`src/rtl/core/particle_table_integrator_top_assert.svh`:
```
// Assertion macros for the particle table integrator
`ifndef PARTICLE_TABLE_INTEGRATOR_TOP_ASSERT_SVH
`define PARTICLE_TABLE_INTEGRATOR_TOP_ASSERT_SVH
// implication checked on every clock outside reset
`define PTI_ASSERT_IMP(label, a, c) \
  label: assert property (@(posedge clk) disable iff (rst) (a) |-> (c)) \
    else $error("assertion failed");
// next-cycle implication
`define PTI_ASSERT_NEXT(label, a, c) \
  label: assert property (@(posedge clk) disable iff (rst) (a) |=> (c)) \
    else $error("assertion failed");
`endif

```
`src/rtl/core/pti_pkg.sv`:
```
// Shared types and constants for the particle table integrator
package pti_pkg;
  localparam int SLOTS_DEF = 64;
  localparam logic [1:0] CMD_ADD = 2'd0;
  localparam logic [1:0] CMD_TICK = 2'd1;
  localparam logic [1:0] CMD_CLEAR = 2'd2;
  localparam logic [1:0] CMD_UNUSED = 2'd3;
  localparam logic [2:0] K_ADDED = 3'd0;
  localparam logic [2:0] K_DROPPED = 3'd1;
  localparam logic [2:0] K_CLEARED = 3'd2;
  localparam logic [2:0] K_PART = 3'd3;
  localparam logic [2:0] K_NONE = 3'd4;

  typedef struct packed {
    logic [1:0]  command;
    logic [31:0] pos_x;
    logic [31:0] pos_y;
    logic [31:0] vel_x;
    logic [31:0] vel_y;
    logic [15:0] start_angle;
    logic [31:0] rotation_rate;
    logic [31:0] gravity_x;
    logic [31:0] gravity_y;
    logic [16:0] friction;
    logic [31:0] life_limit;
    logic [15:0] dt;
  } cmd_t;

  typedef struct packed {
    logic [31:0] x;
    logic [31:0] y;
    logic [31:0] vx;
    logic [31:0] vy;
    logic [15:0] hd;
    logic [31:0] spin;
    logic [31:0] ax;
    logic [31:0] ay;
    logic [16:0] drag;
    logic [31:0] lim;
    logic [31:0] age;
  } part_t;

  function automatic logic [31:0] sat32(input logic signed [63:0] v);
    logic [31:0] r;
    if (v > 64'sd2147483647) r = 32'h7fffffff;
    else if (v < -64'sd2147483648) r = 32'h80000000;
    else r = v[31:0];
    return r;
  endfunction
endpackage

```
`src/rtl/core/pti_front.sv`:
```
// Front end: accept commands and queue them for the engine; CMD_UNUSED is dropped
module pti_front #(
  parameter int DEPTH = 2
) (
  input  logic          clk,
  input  logic          rst,
  input  logic          in_valid,
  output logic          in_ready,
  input  pti_pkg::cmd_t in_cmd,
  output logic          q_valid,
  input  logic          q_ready,
  output pti_pkg::cmd_t q_cmd
);
  import pti_pkg::*;
  localparam int AW = $clog2(DEPTH);
  cmd_t buf_q [DEPTH];
  logic [AW-1:0] wp, rp;
  logic [AW:0] cnt;
  logic push, pop;

  assign in_ready = (cnt != (AW+1)'(DEPTH));
  assign push = in_valid && in_ready && (in_cmd.command != CMD_UNUSED);
  assign q_valid = (cnt != '0);
  assign pop = q_valid && q_ready;
  assign q_cmd = buf_q[rp];

  always_ff @(posedge clk) begin
    if (rst) begin
      wp <= '0;
      rp <= '0;
      cnt <= '0;
    end else begin
      if (push) begin
        buf_q[wp] <= in_cmd;
        wp <= (wp == AW'(DEPTH-1)) ? '0 : wp + 1'b1;
      end
      if (pop) rp <= (rp == AW'(DEPTH-1)) ? '0 : rp + 1'b1;
      cnt <= cnt + (AW+1)'(push) - (AW+1)'(pop);
    end
  end
endmodule

```
`config.mk`:
```
export PLATFORM = sky130hd
export DESIGN_NAME = pti_front
export DESIGN_NICKNAME = d
export VERILOG_FILES = /design/src/rtl/core/particle_table_integrator_top_assert.svh /design/src/rtl/core/pti_pkg.sv /design/src/rtl/core/pti_front.sv
export SDC_FILE = /design/constraint.sdc
export NUM_CORES = 1
export LEC_CHECK = 0
export BUFFER_PORTS_ARGS = -buffer_cell sky130_fd_sc_hd__buf_4
export CORE_ASPECT_RATIO = 0.8
export CORE_MARGIN = 5
export CORE_UTILIZATION = 40
export DETAILED_ROUTE_END_ITERATION = 16
export PLACE_DENSITY = 0.61
export SLEW_MARGIN = 40
export SYNTH_ARGS = -nofsm -noshare
export SYNTH_HDL_FRONTEND = slang
export SYNTH_SLANG_ARGS = --single-unit
```
`constraint.sdc`:
```
create_clock -name clk -period 91.8 [get_ports clk]
set_input_delay 22.95 -clock clk [delete_from_list [all_inputs] [get_ports clk]]
set_output_delay 22.95 -clock clk [all_outputs]
set_load 0.01 [all_outputs]
```
==> reports/metrics.csv, run 1 <==
metric,value,unit
Slew @ Worst Pin,0.805,ns
busiest grt layer,met2,
vias per inst,4.69,
syn nets,1294,
total CTS buffers,66,
cts hold-fix bufs,0,
critical path type,register to output pin,
initial antenna violation count,10,
Mapped Area,23300,µm²
crit path max fanout,57,
Detailed Route WL,54300,µm
Die H,226,µm
DP HPWL,38800,µm
die area,63300,µm²
VDD IR-drop max,0.0166,mV
hold path startpoint,rp,
Worst Path Required,68.85,ns
Post-Syn Area per Cell,23.8,µm²
gr ovfl total,0,
dpl cell area,28800,µm²
# IOs,620,
"Seq/Total Area, Yosys",0.794,
CP endpoint kind,output pin,
YS warnings,0,
DRC Markers,0,
LEAKAGE,11.7,nW
dpl cells,2351,
Slew headroom,0.463,
status,"finished, final reports clean",
CTS tree,done,
Yosys reg bits,619,
Post-Synthesis Cells,981,
first-pass GRT wire length,77000,µm
slack of the critical path,65.42,ns
Core ar.,57900,µm²
Layout area overhead,32.3,%
clock-pin slew on the worst setup and hold paths,0.06,ns
Startpoint Class,register,
Clock Skews,0.0184,ns
met2 Use GR,0.286,
Pwr per Cell Area,26.0,nW/µm²
CP arrival,3.43,ns
vias in the first global route,12000,
Final Slew Violations,0,
"Design Area, Final",30900,µm²
postcts setup bufs,0,
FF-to-FF Start,cnt[0],
Final period util,0.287,
starting density of the core,0.403,
CP max stage delay,0.69,ns
RD Place Congestion,0.788,
die width,280,µm
Detailed Routing Iterations Pass 1,4,
Buffers on Ports,619,
largest net degree at the start of global routing,91,
"Core Util, Final",0.533,
CTS H-tree depth,3,
Critical Path Slowest Stage Cell,dfxtp_4,
post_cts resized,0,
total of max-cap violations,0,
post-route ant nets,0,
min cycle time layout,26.38,ns
Final setup viols,0,
Final Hold Viols,0,
M1 GR Usage,0.186,
CP most frequent cell,buf_6,
Cell Rows,79,
global-route met3 utilization,0.0651,
Place WS,65.77,ns
largest area contributor in the netlist,edfxtp_1,
RSZ-0062 raised after global routing,no,
worst skew pair latency,0.57,ns
Fin Setup TNS,0,ns
Tot Pwr,803,µW
top-area cell type share of the netlist area,0.790,
layout cells sized above 1,0.611,
Overall Global Routing Usage,0.163,
Worst Hold Class,register to register,
Max clock buf depth,3,
via count,11600,
Synth cell types,20,
CTS root buf,clkbuf_16,
Nets,1963,
Hold WS,0.511,ns
synth top area cells,"edfxtp_1, mux2_4, mux2_2",
Avg WL per Cell,22.0,µm
Max Clock Freq,0.0379,GHz
fin cells,2469,
cells along the critical path,buf_12 > buf_6 > buf_6 > mux2_4 > buf_4,
clk sinks,619,
drt initial violations,748,
-- critical path: cells and delay by family, from the launching register on --
| family | cells | cell delay (ns) |
|---|---|---|
| buffers and inverters | 4 | 1.62 |
| DFF | 1 | 0.69 |
| muxes | 1 | 0.37 |
-- layer usage --
metal / routed length (µm) / up-vias
met1: 19800 / 5836
met3: 4750 / 78
met2: 28600 / 375
li1: - / 5268
met4: 1110 / 12
met5: 83 / -
-- synth_stat cells (all sizes together) --
cell	n
edfxtp	614
mux2	308
buf	34
dfxtp	5
nor2	4
ha	2
nor2b	2
nor3	2
and2	1
inv	1
nand2	1
nand2b	1
nand3	1
nor3b	1
o21a	1
or2	1
xnor2	1
xor2	1
-- final cells by class --
type | instances | area (µm²)
clock buffers | 78 | 1720
well taps | 769 | 962
multi-input cells | 327 | 4460
fillers | 4619 | 27100
diodes | 5 | 12.5
inverters | 1 | 3.75
flip-flops and latches | 619 | 18500
repair buffers | 635 | 4870
clock inverters | 35 | 285
-- sequential cells by signal (all words and copies together), names as in the netlist, named ones only --
signal  flops
buf_q     614
rp          1
cnt         2
wp          1
-- power breakdown --
group / switching [mW] / leakage, nW / internal, mW / total, mW
Sequential: 0.00713 / 5.64 / 0.334 / 0.341
Clock: 0.103 / 0.979 / 0.145 / 0.248
Combinational: 0.0963 / 5.08 / 0.118 / 0.214
-- cell families (layout without fill, tap and decap cells) --
family / count (synthesis) / after routing / synth area share
AND/OR/NAND/NOR: 14 / 14 / 0.00311
multiplexers: 308 / 308 / 0.186
other: 0 / 5 / 0
adder cells (fa/ha/maj): 2 / 2 / 0.00107
AO/OA/AOI/OAI: 1 / 1 / 0.000322
buffers and inverters: 35 / 749 / 0.0147
XOR/XNOR: 2 / 2 / 0.000751
flip-flops: 619 / 619 / 0.794
-- path summary, 6_finish.rpt --
path	to	slack, ns	cells after the start
setup reg to reg	buf_q[0][277]	88.77	6
setup / recovery	q_cmd[121]	65.42	5
hold / removal	register	0.51	2
hold reg to reg	register	0.51	2
-- placed cells by master, fill, tap and decap left out --
cell type and instances:
xnor2_1 1, nor2_1 4, buf_6 8, buf_12 3, clkinv_1 14, mux2_2 78
buf_16 2, bufinv_16 4, clkbuf_1 11, nor3_2 1, nor3_1 1, clkbuf_16 67
diode_2 5, dfxtp_4 1, inv_1 1, o21a_1 1, edfxtp_1 614, and2_1 1
or2_2 1, nor3b_2 1, clkinv_4 1, inv_6 5, buf_4 622, nor2b_1 2
nand2b_1 1, clkinvlp_4 2, nand3_1 1, nand2_1 1, ha_1 2, clkinv_2 9
xor2_1 1, mux2_4 230, dfxtp_1 4
No activity file was read; power rests on OpenSTA's default activity.
==> run 2: changes to the inputs <==
Settings changed: ABC_AREA set to 1, PLACE_DENSITY 0.61 to 0.64.
Clock period 91.8 ns to 22.3 ns, I/O delays scaled along.
==> reports/metrics.csv, run 2 <==
metric,value,unit,change
vias per inst,4.72,,+0.68%
layout cells sized above 1,0.600,,-0.0103
Synth cell types,14,,-30%
Startpoint Class,register,,
Largest Register,buf_q,,
top-area cell type share of the netlist area,0.789,,-0.000804
total CTS buffers,60,,-9.1%
most frequent cell after synthesis,edfxtp_1,,
crit path max fanout,69,,+21%
CTS tree,done,,
largest area contributor in the netlist,edfxtp_1,,
Avg WL per Cell,21.9,µm,-0.48%
die area,63400,µm²,about the same
drt initial violations,736,,-1.6%
CTS root buf,clkbuf_16,,
gr ovfl total,0,,unchanged
cts hold-fix bufs,0,,unchanged
Mapped Area,23400,µm²,+0.10%
synth top area cells,"edfxtp_1, mux2_4, mux2_2",,
Nets,1969,,+0.31%
Cell Rows,79,,unchanged
Die H,226,µm,about the same
"most common cell after layout, fill and taps aside",buf_4,,
post_cts resized,0,,unchanged
vias in the first global route,12300,,+2.2%
Pwr per Cell Area,99.0,nW/µm²,+280%
first-pass GRT wire length,77000,µm,about the same
Core ar.,58000,µm²,+0.17%
Fin Setup TNS,0,ns,unchanged
RD Place Congestion,0.843,,+6.9%
Layout area overhead,31.1,%,
via count,11700,,+0.97%
Critical Path Slowest Stage Cell,dfxtp_4,,
VDD IR-drop max,0.0704,mV,+330%
die width,280,µm,about the same
clock-pin slew on the worst setup and hold paths,0.06,ns,about the same
CP endpoint kind,output pin,,
min cycle time layout,9.49,ns,
fillers,4595,,-0.52%
Slew headroom,0.462,,-0.00175
CP arrival,3.91,ns,+0.48 ns
flip-flop and latch area,18500,µm²,unchanged
area occupied by multi-input gates,4460,µm²,-0.20%
Final Hold Viols,0,,unchanged
Detailed Route WL,54200,µm,-0.20%
postcts setup bufs,0,,unchanged
syn nets,1309,,+1.2%
Worst Hold Class,register to register,,
Clock Skews,0.0168,ns,-0.00169 ns
worst skew pair latency,0.59,ns,+0.02 ns
cells along the critical path,buf_6 > buf_6 > buf_6 > mux2_4 > buf_4,,
Yosys reg bits,619,,unchanged
total of max-cap violations,0,,unchanged
largest net degree at the start of global routing,103,,+13%
initial antenna violation count,4,,-6
CP most frequent cell,buf_6,,
DP HPWL,38400,µm,-1.0%
RSZ-0062 raised after global routing,no,,
"FFs w/ async S/R, synth",0,,unchanged
Max clock buf depth,3,,unchanged
Overall Global Routing Usage,0.162,,-0.00178
# IOs,620,,unchanged
Buffers on Ports,619,,unchanged
Post-Syn Area per Cell,23.5,µm²,-1.4%
CTS H-tree depth,2,,-1
critical path type,register to output pin,,
Slew @ Worst Pin,0.808,ns,+0.00262 ns
Final setup viols,0,,unchanged
most frequent cells in the layout,"buf_4, edfxtp_1, mux2_4",,
DRC Markers,0,,unchanged
starting density of the core,0.403,,about the same
"Seq/Total Area, Yosys",0.794,,-0.000809
clk sinks,619,,unchanged
LEAKAGE,11.6,nW,-0.76%
Final Slew Violations,0,,unchanged
Final period util,0.425,,
CP max stage delay,0.68,ns,about the same
Post-Synthesis Cells,996,,+1.5%
dominant synthesized flop cell,edfxtp_1,,
max FFs per register,614,,unchanged
"EDFF count, synth",614,,unchanged
status,"finished, final reports clean",,
Max Clock Freq,0.105,GHz,
biggest regs,"buf_q x614, cnt x2",,
Post-synth top cells,"edfxtp_1, mux2_4, mux2_2, buf_6, inv_1",,
YS warnings,0,,unchanged
post-route ant nets,0,,unchanged
Worst Path Required,16.73,ns,-52.12 ns
"Core Util, Final",0.528,,-0.00522
Detailed Routing Iterations Pass 1,4,,unchanged
run 2: cell types whose count changed in the layout (fill, tap and decap cells not counted), sizes merged, moves of 2 or more:
cell | before | now
buf | 635 | 632
nand3 | 1 | 3
nor2 | 4 | 9
clkbuf | 78 | 71
diode | 5 | 3
nor2b | 2 | 0
clkinv | 24 | 29
clkinvlp | 2 | 4
nand2 | 1 | 9
inv | 6 | 15
bufinv | 4 | 1
run 2: critical path: cells and delay by family, from the launching register on:
family / cells / cell delay [ns]
buffers and inverters: 4 / 2.02
multiplexers: 1 / 0.36
flip-flops: 1 / 0.68
run 2: through the flow:
stage | instance area (µm²) | power (mW) | instances | setup slack, ns | hold slack, ns
4_1_cts | 30600 | 3.08 | 2473 | 12.78 | 0.537
3_5_place_dp | 28800 | 2.14 | 2363 | 13.43 | 0.510
6_report | 30600 | 3.03 | 2476 | 12.81 | 0.540
3_3_place_gp | 28700 | 2.14 | 2361 | 12.69 | 0.485
2_1_floorplan | 23400 | 1.86 | 996 | 3.94 | 0.467
5_1_grt | 30600 | 3.16 | 2476 | 12.62 | 0.578
run 2: kinds of logic (layout without fill, tap and decap cells):
logic type               Yosys count  in the layout  synth area share
AO/OA/AOI/OAI                      1              1          0.000214
adder cells (fa/ha/maj)            2              2           0.00107
buffers and inverters             44            752            0.0161
flip-flops                       619            619             0.794
multiplexers                     307            307             0.185
other                              0              3                 0
AND/OR/NAND/NOR                   23             23           0.00402
run 2: final timing paths:
kind / start / to / slack, ns / cells past startpoint
max: register / q_cmd[206] / 12.81 / 5
min: rp / register / 0.54 / 2
max reg2reg: cnt[0] / buf_q[0][137] / 18.88 / 6
min reg2reg: rp / register / 0.54 / 2
run 2: per-layer routing:
metal,share of wire,vias to the layer above,wire (µm),track usage
met5,0.00024,-,13,0
met4,0.034,2,1820,0.0584
met3,0.076,117,4110,0.0475
met2,0.52,401,28400,0.285
met1,0.37,5874,19900,0.189
li1,-,5287,-,-
run 2: final cells by class:
| type | count | share of cell area |
|---|---|---|
| multi-input cells | 333 | 0.146 |
| well taps | 769 | 0.0314 |
| diodes | 3 | 0.000245 |
| clock inverters | 39 | 0.00736 |
| inverters | 10 | 0.00147 |
| clock buffers | 71 | 0.0511 |
| repair buffers | 632 | 0.157 |
| flip-flops and latches | 619 | 0.606 |
run 2: power breakdown:
part | internal (mW) | switching [mW]
Combinational | 0.390 | 0.325
Clock | 0.510 | 0.415
Sequential | 1.36 | 0.0255
